## src/design/ers_pkg.sv

```systemverilog
`timescale 1ns / 1ps
// ----------------------------------------------------------------------------
// ers_pkg
// Types, codes and helpers shared by the event record summarizer files.
// ----------------------------------------------------------------------------
package ers_pkg;

  localparam int CH_NUM = 4;
  localparam int CH_W   = $clog2(CH_NUM);

  localparam logic [20:0] MAX_RECORD_WORDS = 21'd1048576;

  localparam logic [7:0] TYPE_PEAK  = 8'd0;
  localparam logic [7:0] TYPE_CYCLE = 8'd1;

  typedef enum logic [1:0] {
    ST_OK             = 2'd0,
    ST_BAD_TYPE       = 2'd1,
    ST_LAST_NOT_CYCLE = 2'd2,
    ST_COUNT_MISMATCH = 2'd3
  } status_t;

  // per-channel accumulator entry, one RAM word
  typedef struct packed {
    logic [20:0] peak_words;
    logic [15:0] peak_max;
    logic [20:0] cycle_words;
    logic [31:0] event_sum;
    logic [15:0] latest_qmax;
    logic [23:0] latest_index;
  } chan_acc_t;

  localparam int ACC_W = $bits(chan_acc_t);

  typedef struct packed {
    logic [CH_W-1:0] channel;
    logic [20:0]     chan_peak_words;
    logic [15:0]     peak_magnitude_max;
    logic [20:0]     chan_cycle_words;
    logic [31:0]     cycle_event_sum;
    logic [15:0]     cycle_latest_qmax;
    logic [23:0]     cycle_latest_index;
    logic [20:0]     total_peak_words;
    logic [20:0]     total_cycle_words;
    status_t         status;
    logic            last_row;
  } summary_row_t;

  function automatic logic [20:0] sat_inc(logic [20:0] v);
    return (v < MAX_RECORD_WORDS) ? v + 21'd1 : MAX_RECORD_WORDS;
  endfunction

endpackage

```

## src/design/ers_if.sv

```systemverilog
`timescale 1ns / 1ps
// ----------------------------------------------------------------------------
// ers_in_if / ers_out_if
// Valid/ready channels for event words and summary rows.
// ----------------------------------------------------------------------------
interface ers_in_if;
  logic        valid;
  logic        ready;
  logic [63:0] event_word;
  logic        record_end;
  logic [20:0] expected_peak_words;
  logic [20:0] expected_cycle_words;

  modport source (output valid, event_word, record_end, expected_peak_words,
                  expected_cycle_words, input ready);
  modport sink   (input valid, event_word, record_end, expected_peak_words,
                  expected_cycle_words, output ready);
endinterface

interface ers_out_if;
  logic        valid;
  logic        ready;
  logic [1:0]  channel;
  logic [20:0] chan_peak_words;
  logic [15:0] peak_magnitude_max;
  logic [20:0] chan_cycle_words;
  logic [31:0] cycle_event_sum;
  logic [15:0] cycle_latest_qmax;
  logic [23:0] cycle_latest_index;
  logic [20:0] total_peak_words;
  logic [20:0] total_cycle_words;
  logic [1:0]  status;
  logic        last_row;

  modport source (output valid, channel, chan_peak_words, peak_magnitude_max,
                  chan_cycle_words, cycle_event_sum, cycle_latest_qmax,
                  cycle_latest_index, total_peak_words, total_cycle_words, status,
                  last_row, input ready);
  modport sink   (input valid, channel, chan_peak_words, peak_magnitude_max,
                  chan_cycle_words, cycle_event_sum, cycle_latest_qmax,
                  cycle_latest_index, total_peak_words, total_cycle_words, status,
                  last_row, output ready);
endinterface

```

## src/design/event_record_summarizer_unit.sv

```systemverilog
`timescale 1ns / 1ps
// ----------------------------------------------------------------------------
// event_record_summarizer_unit
// Decodes peak and cycle event words, accumulates per-channel statistics in
// a small RAM and emits four summary rows at the end of each record.
// ----------------------------------------------------------------------------
//  channel   direction  handshake     payload
//  in_ch     in         valid/ready   event_word, record_end, expected counts
//  out_ch    out        valid/ready   one summary row per channel, 0 to 3
//
//  One event word per ready cycle; each word reads its channel entry, then
//  updates and writes it back in the next cycle, with write forwarding.
//  A record-end word holds in_ch off through its own update, then four row
//  reads through the RAM read port; in_ch reopens the cycle after the last.
//  Reset is synchronous; per-entry valid bits make every entry read zero.
//  Result stalls back up through a two-entry row queue into the readout.
// ----------------------------------------------------------------------------
module event_record_summarizer_unit
  import ers_pkg::*;
(
  input  logic  clk,
  input  logic  rst_n,
  ers_in_if.sink    in_ch,
  ers_out_if.source out_ch
);

  // stage 0: accept and read issue
  logic            in_fire;
  logic [7:0]      in_type;
  logic [CH_W-1:0] in_ch_sel;
  logic            sweep_issue;
  logic            rd_en;
  logic [CH_W-1:0] rd_addr;
  logic [2:0]      q_room;
  logic            q_pop;
  logic [1:0]      q_count;

  logic [CH_NUM-1:0] valid_r;
  logic [2:0]        sweep_left_r;
  logic [CH_W-1:0]   sweep_idx_r;

  // stage 1
  logic            s1_item_r;
  logic            s1_sweep_r;
  logic [63:0]     s1_word_r;
  logic            s1_end_r;
  logic [20:0]     s1_exp_peak_r;
  logic [20:0]     s1_exp_cycle_r;
  logic [CH_W-1:0] rd_addr_r;
  logic            rd_valid_r;
  logic [ACC_W-1:0] ram_q;

  logic            wr_q_en_r;
  logic [CH_W-1:0] wr_q_addr_r;
  chan_acc_t       wr_q_data_r;

  chan_acc_t cur;
  chan_acc_t upd;
  logic      take;
  logic      is_peak;
  logic      is_cycle;
  logic      wr_en;
  logic [15:0] raw_q;
  logic [15:0] mag;

  logic [20:0] total_peak_r, total_peak_nxt;
  logic [20:0] total_cycle_r, total_cycle_nxt;
  logic        latest_cycle_r, latest_cycle_nxt;
  logic        bad_r, bad_nxt;
  status_t     status_nxt;
  logic        rec_done;

  logic [20:0] snap_peak_r;
  logic [20:0] snap_cycle_r;
  status_t     snap_status_r;

  summary_row_t row;
  summary_row_t q_row;
  logic         row_push;

  // ---------------- stage 0 ----------------
  assign in_ch.ready = (sweep_left_r == 3'd0) && !(s1_item_r && s1_end_r);
  assign in_fire     = in_ch.valid && in_ch.ready;
  assign in_type     = in_ch.event_word[63:56];
  assign in_ch_sel   = (in_type == TYPE_CYCLE) ? in_ch.event_word[31:30]
                                               : in_ch.event_word[26:25];

  // keep queue fill plus row read in flight within two slots
  assign q_pop       = out_ch.valid && out_ch.ready;
  assign q_room      = {1'b0, q_count} + {2'b00, s1_sweep_r} - {2'b00, q_pop};
  assign sweep_issue = (sweep_left_r != 3'd0) && (q_room < 3'd2);

  assign rd_en   = in_fire || sweep_issue;
  assign rd_addr = sweep_issue ? sweep_idx_r : in_ch_sel;

  ers_ram #(
    .WIDTH (ACC_W),
    .DEPTH (CH_NUM)
  ) u_acc_ram (
    .clk   (clk),
    .we    (wr_en),
    .waddr (rd_addr_r),
    .wdata (upd),
    .re    (rd_en),
    .raddr (rd_addr),
    .rdata (ram_q)
  );

  always_ff @(posedge clk) begin
    if (rd_en) begin
      rd_addr_r  <= rd_addr;
      rd_valid_r <= valid_r[rd_addr];
    end
    if (in_fire) begin
      s1_word_r      <= in_ch.event_word;
      s1_end_r       <= in_ch.record_end;
      s1_exp_peak_r  <= in_ch.expected_peak_words;
      s1_exp_cycle_r <= in_ch.expected_cycle_words;
    end
    wr_q_addr_r <= rd_addr_r;
    wr_q_data_r <= upd;
  end

  // ---------------- stage 1 ----------------
  // previous write lands in the RAM after this read was taken
  always_comb begin
    if (wr_q_en_r && (wr_q_addr_r == rd_addr_r)) begin
      cur = wr_q_data_r;
    end else if (rd_valid_r) begin
      cur = chan_acc_t'(ram_q);
    end else begin
      cur = '0;
    end
  end

  assign take     = s1_item_r && !bad_r;
  assign is_peak  = (s1_word_r[63:56] == TYPE_PEAK);
  assign is_cycle = (s1_word_r[63:56] == TYPE_CYCLE);
  assign raw_q    = s1_word_r[55:40];
  assign mag      = raw_q[15] ? (~raw_q + 16'd1) : raw_q;
  assign wr_en    = take && (is_peak || is_cycle);
  assign rec_done = s1_item_r && s1_end_r;

  always_comb begin
    upd = cur;
    if (is_peak) begin
      upd.peak_words = sat_inc(cur.peak_words);
      if (mag > cur.peak_max) begin
        upd.peak_max = mag;
      end
    end else begin
      upd.cycle_words  = sat_inc(cur.cycle_words);
      upd.event_sum    = cur.event_sum + {18'd0, s1_word_r[29:16]};
      upd.latest_qmax  = s1_word_r[15:0];
      upd.latest_index = s1_word_r[55:32];
    end
  end

  always_comb begin
    total_peak_nxt   = total_peak_r;
    total_cycle_nxt  = total_cycle_r;
    latest_cycle_nxt = latest_cycle_r;
    bad_nxt          = bad_r;
    if (take) begin
      if (is_peak) begin
        total_peak_nxt   = sat_inc(total_peak_r);
        latest_cycle_nxt = 1'b0;
      end else if (is_cycle) begin
        total_cycle_nxt  = sat_inc(total_cycle_r);
        latest_cycle_nxt = 1'b1;
      end else begin
        bad_nxt = 1'b1;
      end
    end
  end

  always_comb begin
    if (bad_nxt) begin
      status_nxt = ST_BAD_TYPE;
    end else if (!latest_cycle_nxt) begin
      status_nxt = ST_LAST_NOT_CYCLE;
    end else if ((total_peak_nxt != s1_exp_peak_r) ||
                 (total_cycle_nxt != s1_exp_cycle_r)) begin
      status_nxt = ST_COUNT_MISMATCH;
    end else begin
      status_nxt = ST_OK;
    end
  end

  always_ff @(posedge clk) begin
    if (rec_done) begin
      snap_peak_r   <= total_peak_nxt;
      snap_cycle_r  <= total_cycle_nxt;
      snap_status_r <= status_nxt;
    end
  end

  always_ff @(posedge clk) begin
    if (!rst_n) begin
      s1_item_r      <= 1'b0;
      s1_sweep_r     <= 1'b0;
      wr_q_en_r      <= 1'b0;
      valid_r        <= '0;
      sweep_left_r   <= 3'd0;
      sweep_idx_r    <= '0;
      total_peak_r   <= '0;
      total_cycle_r  <= '0;
      latest_cycle_r <= 1'b0;
      bad_r          <= 1'b0;
    end else begin
      s1_item_r  <= in_fire;
      s1_sweep_r <= sweep_issue;
      wr_q_en_r  <= wr_en;
      if (wr_en) begin
        valid_r[rd_addr_r] <= 1'b1;
      end
      // readout clears each entry as its row is read
      if (sweep_issue) begin
        valid_r[sweep_idx_r] <= 1'b0;
        sweep_idx_r          <= sweep_idx_r + 1'b1;
        sweep_left_r         <= sweep_left_r - 3'd1;
      end
      if (rec_done) begin
        sweep_left_r   <= 3'(CH_NUM);
        sweep_idx_r    <= '0;
        total_peak_r   <= '0;
        total_cycle_r  <= '0;
        latest_cycle_r <= 1'b0;
        bad_r          <= 1'b0;
      end else begin
        total_peak_r   <= total_peak_nxt;
        total_cycle_r  <= total_cycle_nxt;
        latest_cycle_r <= latest_cycle_nxt;
        bad_r          <= bad_nxt;
      end
    end
  end

  // ---------------- summary rows ----------------
  always_comb begin
    row.channel            = rd_addr_r;
    row.chan_peak_words    = cur.peak_words;
    row.peak_magnitude_max = cur.peak_max;
    row.chan_cycle_words   = cur.cycle_words;
    row.cycle_event_sum    = cur.event_sum;
    row.cycle_latest_qmax  = cur.latest_qmax;
    row.cycle_latest_index = cur.latest_index;
    row.total_peak_words   = snap_peak_r;
    row.total_cycle_words  = snap_cycle_r;
    row.status             = snap_status_r;
    row.last_row           = (rd_addr_r == CH_W'(CH_NUM - 1));
  end

  assign row_push = s1_sweep_r;

  ers_row_queue u_row_queue (
    .clk       (clk),
    .rst_n     (rst_n),
    .push      (row_push),
    .push_row  (row),
    .pop_valid (out_ch.valid),
    .pop_ready (out_ch.ready),
    .pop_row   (q_row),
    .count     (q_count)
  );

  assign out_ch.channel            = q_row.channel;
  assign out_ch.chan_peak_words    = q_row.chan_peak_words;
  assign out_ch.peak_magnitude_max = q_row.peak_magnitude_max;
  assign out_ch.chan_cycle_words   = q_row.chan_cycle_words;
  assign out_ch.cycle_event_sum    = q_row.cycle_event_sum;
  assign out_ch.cycle_latest_qmax  = q_row.cycle_latest_qmax;
  assign out_ch.cycle_latest_index = q_row.cycle_latest_index;
  assign out_ch.total_peak_words   = q_row.total_peak_words;
  assign out_ch.total_cycle_words  = q_row.total_cycle_words;
  assign out_ch.status             = q_row.status;
  assign out_ch.last_row           = q_row.last_row;

  // ---------------- assertions ----------------
  a_end_holds_off: assert property (@(posedge clk) disable iff (!rst_n)
    in_ch.valid && in_ch.ready && in_ch.record_end |=> !in_ch.ready)
    else $error("input taken right after a record-end transfer");

  a_queue_room: assert property (@(posedge clk) disable iff (!rst_n)
    row_push |-> (q_count < 2'd2) || out_ch.ready)
    else $error("summary row pushed into a full queue");

  a_stage_excl: assert property (@(posedge clk) disable iff (!rst_n)
    !(s1_item_r && s1_sweep_r))
    else $error("event update and row readout share a cycle");

  a_last_row_ch: assert property (@(posedge clk) disable iff (!rst_n)
    out_ch.valid |-> (out_ch.last_row == (out_ch.channel == 2'd3)))
    else $error("last row flag does not match channel");

endmodule

```

## src/design/ers_ram.sv

```systemverilog
`timescale 1ns / 1ps
// ----------------------------------------------------------------------------
// ers_ram
// Simple dual-port RAM, one write and one registered read port.
// ----------------------------------------------------------------------------
module ers_ram #(
  parameter int WIDTH = 8,
  parameter int DEPTH = 4
) (
  input  logic                     clk,
  input  logic                     we,
  input  logic [$clog2(DEPTH)-1:0] waddr,
  input  logic [WIDTH-1:0]         wdata,
  input  logic                     re,
  input  logic [$clog2(DEPTH)-1:0] raddr,
  output logic [WIDTH-1:0]         rdata
);

  logic [WIDTH-1:0] mem [DEPTH];

  always_ff @(posedge clk) begin
    if (we) begin
      mem[waddr] <= wdata;
    end
  end

  // read returns the old word on a same-address write
  always_ff @(posedge clk) begin
    if (re) begin
      rdata <= mem[raddr];
    end
  end

endmodule

```

## src/design/ers_row_queue.sv

```systemverilog
`timescale 1ns / 1ps
// ----------------------------------------------------------------------------
// ers_row_queue
// Two-entry queue holding summary rows ahead of the result channel.
// ----------------------------------------------------------------------------
module ers_row_queue
  import ers_pkg::*;
(
  input  logic         clk,
  input  logic         rst_n,
  input  logic         push,
  input  summary_row_t push_row,
  output logic         pop_valid,
  input  logic         pop_ready,
  output summary_row_t pop_row,
  output logic [1:0]   count
);

  summary_row_t slot [2];
  logic         wr_ptr_r, wr_ptr_nxt;
  logic         rd_ptr_r, rd_ptr_nxt;
  logic [1:0]   count_r, count_nxt;
  logic         pop;

  assign pop       = pop_valid && pop_ready;
  assign pop_valid = (count_r != 2'd0);
  assign pop_row   = slot[rd_ptr_r];
  assign count     = count_r;

  always_comb begin
    wr_ptr_nxt = push ? ~wr_ptr_r : wr_ptr_r;
    rd_ptr_nxt = pop ? ~rd_ptr_r : rd_ptr_r;
    count_nxt  = count_r + {1'b0, push} - {1'b0, pop};
  end

  always_ff @(posedge clk) begin
    if (!rst_n) begin
      wr_ptr_r <= 1'b0;
      rd_ptr_r <= 1'b0;
      count_r  <= 2'd0;
    end else begin
      wr_ptr_r <= wr_ptr_nxt;
      rd_ptr_r <= rd_ptr_nxt;
      count_r  <= count_nxt;
    end
  end

  always_ff @(posedge clk) begin
    if (push) begin
      slot[wr_ptr_r] <= push_row;
    end
  end

endmodule

```

## src/flat_wrapper.sv

```systemverilog
// flat-port wrapper written by rule: the top's interface ports become plain ports
module event_record_summarizer_unit_flat import ers_pkg::*;
  (clk, rst_n, in_ch_valid, in_ch_event_word, in_ch_record_end, in_ch_expected_peak_words, in_ch_expected_cycle_words, in_ch_ready, out_ch_valid, out_ch_channel, out_ch_chan_peak_words, out_ch_peak_magnitude_max, out_ch_chan_cycle_words, out_ch_cycle_event_sum, out_ch_cycle_latest_qmax, out_ch_cycle_latest_index, out_ch_total_peak_words, out_ch_total_cycle_words, out_ch_status, out_ch_last_row, out_ch_ready);
  ers_in_if in_ch_i ();
  ers_out_if out_ch_i ();
  input  logic clk;
  input  logic rst_n;
  input wire logic [$bits(in_ch_i.valid)-1:0] in_ch_valid;
  input wire logic [$bits(in_ch_i.event_word)-1:0] in_ch_event_word;
  input wire logic [$bits(in_ch_i.record_end)-1:0] in_ch_record_end;
  input wire logic [$bits(in_ch_i.expected_peak_words)-1:0] in_ch_expected_peak_words;
  input wire logic [$bits(in_ch_i.expected_cycle_words)-1:0] in_ch_expected_cycle_words;
  output wire logic [$bits(in_ch_i.ready)-1:0] in_ch_ready;
  output wire logic [$bits(out_ch_i.valid)-1:0] out_ch_valid;
  output wire logic [$bits(out_ch_i.channel)-1:0] out_ch_channel;
  output wire logic [$bits(out_ch_i.chan_peak_words)-1:0] out_ch_chan_peak_words;
  output wire logic [$bits(out_ch_i.peak_magnitude_max)-1:0] out_ch_peak_magnitude_max;
  output wire logic [$bits(out_ch_i.chan_cycle_words)-1:0] out_ch_chan_cycle_words;
  output wire logic [$bits(out_ch_i.cycle_event_sum)-1:0] out_ch_cycle_event_sum;
  output wire logic [$bits(out_ch_i.cycle_latest_qmax)-1:0] out_ch_cycle_latest_qmax;
  output wire logic [$bits(out_ch_i.cycle_latest_index)-1:0] out_ch_cycle_latest_index;
  output wire logic [$bits(out_ch_i.total_peak_words)-1:0] out_ch_total_peak_words;
  output wire logic [$bits(out_ch_i.total_cycle_words)-1:0] out_ch_total_cycle_words;
  output wire logic [$bits(out_ch_i.status)-1:0] out_ch_status;
  output wire logic [$bits(out_ch_i.last_row)-1:0] out_ch_last_row;
  input wire logic [$bits(out_ch_i.ready)-1:0] out_ch_ready;
  assign in_ch_i.valid = in_ch_valid;
  assign in_ch_i.event_word = in_ch_event_word;
  assign in_ch_i.record_end = in_ch_record_end;
  assign in_ch_i.expected_peak_words = in_ch_expected_peak_words;
  assign in_ch_i.expected_cycle_words = in_ch_expected_cycle_words;
  assign in_ch_ready = in_ch_i.ready;
  assign out_ch_valid = out_ch_i.valid;
  assign out_ch_channel = out_ch_i.channel;
  assign out_ch_chan_peak_words = out_ch_i.chan_peak_words;
  assign out_ch_peak_magnitude_max = out_ch_i.peak_magnitude_max;
  assign out_ch_chan_cycle_words = out_ch_i.chan_cycle_words;
  assign out_ch_cycle_event_sum = out_ch_i.cycle_event_sum;
  assign out_ch_cycle_latest_qmax = out_ch_i.cycle_latest_qmax;
  assign out_ch_cycle_latest_index = out_ch_i.cycle_latest_index;
  assign out_ch_total_peak_words = out_ch_i.total_peak_words;
  assign out_ch_total_cycle_words = out_ch_i.total_cycle_words;
  assign out_ch_status = out_ch_i.status;
  assign out_ch_last_row = out_ch_i.last_row;
  assign out_ch_i.ready = out_ch_ready;
  event_record_summarizer_unit u_core (.clk(clk), .rst_n(rst_n), .in_ch(in_ch_i), .out_ch(out_ch_i));
endmodule
```

## config.mk

```make
export PLATFORM = sky130hd
export DESIGN_NAME = event_record_summarizer_unit_flat
export DESIGN_NICKNAME = d
export VERILOG_FILES = /design/src/design/ers_pkg.sv /design/src/design/ers_if.sv /design/src/design/event_record_summarizer_unit.sv /design/src/design/ers_ram.sv /design/src/design/ers_row_queue.sv /design/src/flat_wrapper.sv
export SDC_FILE = /design/constraint.sdc
export NUM_CORES = 1
export LEC_CHECK = 0
export BUFFER_PORTS_ARGS = -buffer_cell sky130_fd_sc_hd__clkbuf_2
export CAP_MARGIN = 25
export CORE_UTILIZATION = 40
export CTS_BUF_LIST = sky130_fd_sc_hd__clkbuf_4 sky130_fd_sc_hd__clkbuf_8
export DETAILED_ROUTE_END_ITERATION = 16
export PLACE_DENSITY = 0.56
export SYNTH_ARGS = -nofsm -noshare
export SYNTH_HDL_FRONTEND = slang
export SYNTH_SLANG_ARGS = --single-unit
```

## constraint.sdc

```tcl
create_clock -name clk -period 31.4 [get_ports clk]
set_input_delay 6.28 -clock clk [delete_from_list [all_inputs] [get_ports clk]]
set_output_delay 6.28 -clock clk [all_outputs]
set_load 0.005 [all_outputs]
```

== After elaboration in Yosys (flattened, before gate mapping) ==
Memories as Yosys holds them, arrays and structs flattened. A register that Yosys moved wholly into a read port is not among the register bits.
Index checks and enable logic that the tools add are counted.
Storage, ports and cells
  bits in registers: 346
  memory bits (writable): 874
  bits of input ports: 111
  logic and storage cells: 131
  memories kept: 2
Memories
  u_core.u_acc_ram.mem: words 4, bits a word 130, read ports 1, clocked after Yosys merged registers in 1, wr ports 1, RTL line ers_ram.sv:19  | logic [WIDTH-1:0] mem [DEPTH];
  u_core.u_row_queue.slot: words 2, bits a word 177, read ports 1, clocked after Yosys merged registers in 1, wr ports 1, RTL line ers_row_queue.sv:19  | summary_row_t slot [2];
Operators by class
  $add $sub $neg: 12
  magnitude comparators: 11
  eq/ne operators: 6
  muxes and demuxes: 42
  bitwise logic cells: 7
  reduce and logical (&&, ||, !) cells: 21
Operator list (count)
  $mux W130: 2
  $mux W21: 9
  $mux W93: 1
  $add A21 B1 Y21 const B: 4
  $lt A21 B21 Y1 const B: 4
  $ne A21 B21 Y1: 2
  $mux W37: 1
  $add A32 B14 Y32: 1
  $mux W16: 2
  $add A16 B1 Y16 const B: 1
  $eq A8 B1 Y1 const B: 2
  $gt A16 B16 Y1: 1
  $not A16 Y16: 1
  $mux W1: 15
  $mux W4: 3
  $logic_and A1 B1 Y1: 10
  $lt A2 B3 Y1 const B: 3
  $logic_not A8 Y1: 1
  $mux W2: 4
  $mux W3: 2
  $and A4 B4 Y4: 1
  $demux W1 S2: 2
  $ge A2 B1 Y1 const B: 2
  $not A4 Y4: 1
  18 further kinds: 24

== Longest topological paths before layout ==
Gate-level depths: netlist of run 1.
  depth after elaboration: 9
  gate-level depth with buffers: 23
  mapped depth without buffers: 16

== Hierarchy ==
Synthesis of run 1 repeated with hierarchy kept, for this count alone.
Unflattened totals
  cell total of the unflattened synthesis: 3310
  area, all modules: 53565.1 um2
Modules (own cells, without submodules)
  ers_ram: instances 1, cells an instance 813, area each 22796.9 um2, sequential area each 19518.7 um2
  event_record_summarizer_unit: instances 1, cells an instance 1924, area each 17219.0 um2, sequential area each 8328.0 um2
  ers_row_queue: instances 1, cells an instance 573, area each 13549.2 um2, sequential area each 10730.3 um2

== Worst setup path after synthesis of run 1 ==
OpenSTA, ideal clock, no wires.
  path kind: register to register
  start: reg u_core.s1_word_r[61]
  end: mem u_core.u_acc_ram.mem[1][0] (netlist bit), enable pin
  library setup time: 0.808 ns
  arrival: 10.951 ns
  path slack: 19.641 ns
  stages on the path, launching flop included: 5
  path buffers: 1
  cells stage by stage: edfxtp_1 -> nor4_2 -> clkbuf_1 -> nand4b_1 -> nor3b_1
Between the ends
  cells in the longest elaborated chain, start to end: 5
Ends and longest elaborated chain
  start, declared: RTL line event_record_summarizer_unit.sv:45  | logic [63:0] s1_word_r;
  start signal, assigned: RTL line event_record_summarizer_unit.sv:115  | s1_word_r <= in_ch.event_word;
  $eq A8 B1 Y1 or $logic_not A8 Y1 (tied branches): RTL line event_record_summarizer_unit.sv:138, event_record_summarizer_unit.sv:137
  $logic_or A1 B1 Y1 *: RTL line event_record_summarizer_unit.sv:141  | assign wr_en = take && (is_peak || is_cycle);
  $logic_and A1 B1 Y1 *: RTL line event_record_summarizer_unit.sv:141
  $mux W1 *: RTL line ers_ram.sv:22  | if (we) begin
  $mux W1 (implied by the code) *: RTL line ers_ram.sv:23  | mem[waddr] <= wdata;
  end, declared: RTL line ers_ram.sv:19
Mark *: on every way between the ends. The rest lies on a longest branch, timed or not.

==> metrics, run 1 <==
antenna-violating nets left=0; CP Launch Type=register; Max Cap Viol=0; flops & latches, synth=1,349; Peak VDD IR=130.1 uV; Worst Skew=0.03737 ns; vias in the first global route=29,730; Pwr Density=91.91 mW/mm^2; Clock Sinks=1,349; Comb pwr share=26.3%; io pins=290; GRT overflow=0; first-pass GRT wire length=184.7 mm; layout cells sized above 1=28.24%; Die H=364.2 um; mapped cell area=0.05246 mm^2; Global Route Usage Sum=18.69%; initial antenna violation count=7; Int Pwr=3.877 mW; clock power share=27.8%; Fin. Hold Viols=0; class of the tightest hold or removal check=reg2reg; area delta synth->final=15.69%; Net Sw Power=1.701 mW; Max Root-Sink Buffers=3; core area=0.1298 mm^2; Synthesized Nets=3,397; num rows=132; Worst Path Arrival=3.63 ns; largest net degree at the start of global routing=129; sequential share of the synthesized area=73.53%; library cells used by synthesis=79; Async SR Flop Fraction=0%; EDFF count, synth=1,156; CTS tree=built; clock latency at the later pin of the worst-skew pair=0.93 ns; switching share of total power=30.50%; Routed WL per cell=22.08 um; drt total wl=123.5 mm; post-detail-place hpwl=73.65 mm; Worst Setup End Kind=output pin; # DRC=0; P_leak=21.32 nW; Achievable Freq=100.9 MHz; fin cells=5,594; Max-slew headroom=33.91%; hold_buf cts=0; Layout fillers=11,500; PnR worst setup slack=21.49 ns; minimum clock period=9.908 ns; period utilization=31.55%; worst-path maximum fanout=59; top_reg_cell synth=edfxtp_1; drt first pass iters=5; post-layout util=46.76%; port bufs=289; vias per cell=5.218; Root Buffer=clkbuf_8; pre-CTS WS=20.84 ns; Flop pwr share=45.9%; Post-CTS Setup Repair Bufs=0; Critical Path RT=25.12 ns; CP Class=reg2out; gpl congestion=0.8742; DR vias=29,190; clock buffer count from CTS=217; post-cts resize count=0; Worst-path clk slew=0.06 ns; Die X-Extent=364.2 um; final layout net count=3,815; Slew Viols, Final=0; Inst Count DP=5,181; die area=0.1326 mm^2; starting DRC count in detailed routing=2,263; Syn Inst Count=3,241; worst-margin pin slew=0.9913 ns; final setup vio count=0; Mapped Avg Cell Area=16.19 um^2; yosys synthesis warning count=0; Initial Util=40.41%; RSZ-0062 raised after global routing=no; status=finished clean; setup TNS=0 ns; # H-tree levels=4
[through the flow]
| stage | area (um^2) | total power [mW] | hold slack (ns) |
|---|---|---|---|
| floorplan | 52460 | 3.590 | 0.4215 |
| global placement | 56080 | 4.072 | 0.4232 |
| detailed placement | 56120 | 4.100 | 0.4304 |
| CTS | 60660 | 5.670 | 0.4433 |
| global route | 60690 | 5.877 | 0.4530 |
| finish | 60700 | 5.579 | 0.4438 |
[path summary, 6_finish.rpt]
path / slack, ns / depth (start not counted) / to / from
max reg2reg: 25.80 / 16 / u_core.u_acc_ram.mem[2][68] / u_core.rd_addr_r[0]
min: 0.44 / 0 / u_core.u_row_queue.slot[0][19] / u_core.snap_cycle_r[16]
min reg2reg: 0.44 / 0 / u_core.u_row_queue.slot[0][19] / u_core.snap_cycle_r[16]
max: 21.49 / 4 / out_ch_cycle_event_sum[31] / register
[cells in the mapped netlist (9+ instances only)]
| cell | number | share of area, % |
|---|---|---|
| nor2b_1 | 11 | 0.13 |
| nand2b_1 | 15 | 0.18 |
| mux4_2 | 131 | 5.6 |
| ha_1 | 43 | 1.0 |
| xnor2_1 | 67 | 1.1 |
| o211ai_1 | 9 | 0.13 |
| a31oi_1 | 58 | 0.69 |
| o21a_1 | 9 | 0.13 |
| dfxtp_1 | 193 | 7.4 |
| nand2_1 | 261 | 1.9 |
| buf_2 | 9 | 0.086 |
| nand3_1 | 121 | 1.2 |
| nor2_1 | 163 | 1.2 |
| nand4_1 | 46 | 0.55 |
| a21oi_1 | 92 | 0.88 |
| o21ai_0 | 59 | 0.56 |
| xor2_1 | 35 | 0.58 |
| buf_1 | 21 | 0.15 |
| mux2_2 | 196 | 4.2 |
| edfxtp_1 | 1156 | 66 |
| a21o_1 | 12 | 0.17 |
| nor3_1 | 45 | 0.43 |
| and3_1 | 54 | 0.64 |
| o21ai_1 | 10 | 0.095 |
| or3_1 | 15 | 0.18 |
| o31ai_1 | 16 | 0.23 |
| and4_1 | 9 | 0.15 |
| clkbuf_1 | 116 | 0.83 |
| inv_1 | 89 | 0.64 |
| mux2i_1 | 10 | 0.19 |
| nor4_1 | 24 | 0.29 |
| and2_1 | 24 | 0.29 |
[state kept, by name, summed over array words and instances, names as in the netlist, 21 cells and up, named ones only]
register,flops
u_core.s1_exp_cycle_r,21
u_core.s1_exp_peak_r,21
u_core.s1_word_r,62
u_core.snap_cycle_r,21
u_core.snap_peak_r,21
u_core.total_cycle_r,21
u_core.total_peak_r,21
u_core.u_acc_ram.mem,520
u_core.u_acc_ram.rdata,130
u_core.u_row_queue.slot,354
u_core.wr_q_data_r,130
[placed cells by master, fill, tap and decap left out, types with 43 or more instances in the layout]
cell type	Yosys	routed
nand2_1	261	260
inv_1	89	87
dfxtp_1	193	192
ha_1	43	43
nand4_1	46	46
nand3_1	121	120
a21oi_1	92	91
mux2_2	196	196
clkbuf_2	0	289
mux4_2	131	131
edfxtp_1	1156	1156
buf_4	0	48
clkbuf_4	0	106
and3_1	54	54
clkbuf_8	0	236
o21ai_0	59	59
nor2_1	163	162
a31oi_1	58	58
xnor2_1	67	67
[power groups by stage]
stage               combinational (mW)  clock, mW  sequential (mW)
global placement                  1.48          0             2.59
floorplan                        0.996          0             2.59
global route                      1.62       1.67             2.58
detailed placement                1.50          0             2.60
finish                            1.47       1.55             2.56
CTS                               1.51       1.60             2.56
[routing by layer]
| metal | share of wire (%) | global-route usage (%) | vias up |
|---|---|---|---|
| met1 | 44 | 25.18 | 14810 |
| met3 | 5.2 | 3.711 | 190 |
| met4 | 2.5 | 6.476 | 0 |
| li1 | - | - | 13370 |
| met2 | 48 | 30.18 | 814 |
| met5 | 0 | 0 | - |
[cell type report]
type                    count  area [um^2]  share of cell area, %
repair buffers            345         1966                  3.239
clock buffers             342         4044                  6.663
flip-flops and latches   1349        38580                  63.56
clock inverters            67        498.0                 0.8205
diodes                      3        7.507                0.01237
well taps                1742         2180                  3.591
inverters                  89        336.6                 0.5545
multi-input cells        1657        13080                  21.56
[worst max-delay path, stage by stage, from the launching register on]
cell and delay (ns):
dfxtp_4 0.66, buf_4 0.55, buf_4 0.73, mux2_2 0.49
clkbuf_2 0.14
[kinds of logic (layout without fill, tap and decap cells)]
group                      Yosys count  in the layout  share of synthesized area (%)
buffers and inverters              235            843                          1.703
AOI/OAI and AO/OA                  331            331                          3.954
xor gates and xnor gates           105            105                          1.810
DFF                               1349           1349                          73.53
muxes                              337            337                          10.02
adders and majority gates           45             45                          1.102
other                                0              3                              0
and+or+nand+nor                    839            839                          7.880
No activity file was read; power rests on OpenSTA's default activity.
==> inputs of run 2 (changes only) <==
PLACE_DENSITY = 0.58   (was 0.56)
clock period = 8.92 ns   (was 31.4 ns; I/O delays follow)
==> metrics, run 2 (synthesis gave the netlist of run 1 again) <==
switching share of total power=30.32%; class of the tightest hold or removal check=reg2reg; P_leak=21.40 nW; drt total wl=123.9 mm; Worst Path Arrival=6.46 ns; fin cells=5,586; Routed WL per cell=22.18 um; core area=0.1298 mm^2; worst hold start=u_core.snap_peak_r[12]; Max Root-Sink Buffers=3; CP max-delay cell=o41ai_1; Flop pwr share=45.5%; clock power share=28.5%; clock buffer count from CTS=217; max incr delay on CP=0.65 ns; minimum clock period=5.808 ns; # DRC=0; Max-slew headroom=29.35%; top flop regs=u_core.u_acc_ram.mem (520), u_core.u_row_queue.slot (354); layout cells sized above 1=28.28%; final setup vio count=0; Net Sw Power=6.011 mW; Int Pwr=13.82 mW; Die H=364.2 um; antenna-violating nets left=0; worst-path cell chain=xnor2_2 > buf_4 > nand3_4 > and3_1 > a21oi_1 > inv_1 > ha_1 > a21oi_1 > o221ai_1 > o41ai_1 > o211ai_1 > a31oi_1 > nor2b_1 > nor2_1 > nor2_1 > xor2_1; Inst Count DP=5,175; Buf/Inv on CP=2; # H-tree levels=4; Fin. Hold Viols=0; max reg flops=520; Post-CTS Setup Repair Bufs=0; worst-path maximum fanout=47; Crit path max-delay family=simple AND/OR/NAND/NOR gates; post-detail-place hpwl=73.69 mm; DR vias=29,210; Crit Reg-Reg Startpoint=u_core.rd_addr_r[0]; RSZ-0062 raised after global routing=no; CP Launch Type=register; GRT overflow=0; vias per cell=5.229; vias in the first global route=29,890; Comb pwr share=26.0%; CP Class=reg2reg; Max Cap Viol=0; final layout net count=3,809; Pwr Density=325.7 mW/mm^2; post-cts resize count=0; worst-margin pin slew=1.060 ns; hold_buf cts=0; Layout fillers=11,410; gpl congestion=0.8774; Worst-path clk slew=0.06 ns; Worst Hold Slack=0.4411 ns; Worst Setup End Kind=register; CTS tree=built; io pins=290; first-pass GRT wire length=184.4 mm; Global Route Usage Sum=18.63%; Initial Util=40.41%; Root Buffer=clkbuf_8; drt first pass iters=5; Peak VDD IR=532.2 uV; status=finished clean; most frequent cells in the layout=edfxtp_1 (1,156), clkbuf_2 (289), nand2_1 (260); Clock Sinks=1,349; Worst Skew=0.05281 ns; period utilization=65.11%; largest net degree at the start of global routing=139; starting DRC count in detailed routing=2,306; area delta synth->final=16.05%; initial antenna violation count=3; Achievable Freq=172.2 MHz; clock latency at the later pin of the worst-skew pair=0.93 ns; num rows=132; Die X-Extent=364.2 um; Critical Path RT=9.57 ns; Slew Viols, Final=0; die area=0.1326 mm^2; most common cell after layout, fill and taps aside=edfxtp_1; CP Launch Point=u_core.rd_addr_r[0]; port bufs=289; setup TNS=0 ns; largest reg by FF count=u_core.u_acc_ram.mem
run 2: final timing paths:
check                           slack, ns  cells after the start                             end
worst min register to register       0.44                      0  u_core.u_row_queue.slot[0][36]
worst min-delay path                 0.44                      0  u_core.u_row_queue.slot[0][36]
worst max register to register       3.11                     16     u_core.u_acc_ram.mem[2][57]
worst max-delay path                 3.11                     16     u_core.u_acc_ram.mem[2][57]
run 2: area by class of cell:
type	count	area, um^2	area share [%]
sequential	1349	38580	63.37
clock buffer	329	3971	6.523
multi-input combinational	1657	13100	21.52
antenna	4	10.01	0.01644
tap	1742	2180	3.580
timing repair buffer	339	1978	3.249
clock inverter	77	726.9	1.194
inverter	89	336.6	0.5528
run 2: through the flow:
step | utilization [%] | setup WS (ns) | total power, mW | area, um^2
5_1_grt | 46.90 | 2.561 | 20.84 | 60890
2_1_floorplan | - | 0.4159 | 12.64 | 52480
4_1_cts | 46.87 | 3.077 | 20.12 | 60850
3_3_place_gp | 43.22 | 3.197 | 14.31 | 56110
6_report | 46.90 | 3.112 | 19.83 | 60890
3_5_place_dp | 43.25 | 3.064 | 14.41 | 56150
run 2: power by group through the flow:
stage	logic, mW	clock network [mW]	registers, mW
CTS	5.28	5.81	9.03
global placement	5.17	0	9.14
detailed placement	5.26	0	9.15
floorplan	3.51	0	9.13
global route	5.65	6.07	9.11
finish	5.15	5.65	9.02
run 2: worst register-to-register path: stages (launching register included):
cell	delay [ns]
edfxtp_1	0.58
xnor2_2	0.22
buf_4	0.26
nand3_4	0.61
and3_1	0.51
a21oi_1	0.26
inv_1	0.13
ha_1	0.30
a21oi_1	0.21
o221ai_1	0.20
o41ai_1	0.65
o211ai_1	0.22
a31oi_1	0.28
nor2b_1	0.12
nor2_1	0.53
nor2_1	0.13
xor2_1	0.36
run 2: per-layer routing:
layer  wire (um)  global-route usage (%)  part of all wire [%]  vias up
met5           0                       0                     0        -
met4        2726                   5.693                   2.2        0
met3        6538                   3.594                   5.3      189
met2       59570                   30.25                    48      815
met1       55050                   25.30                    44    14830
li1            -                       -                     -    13370
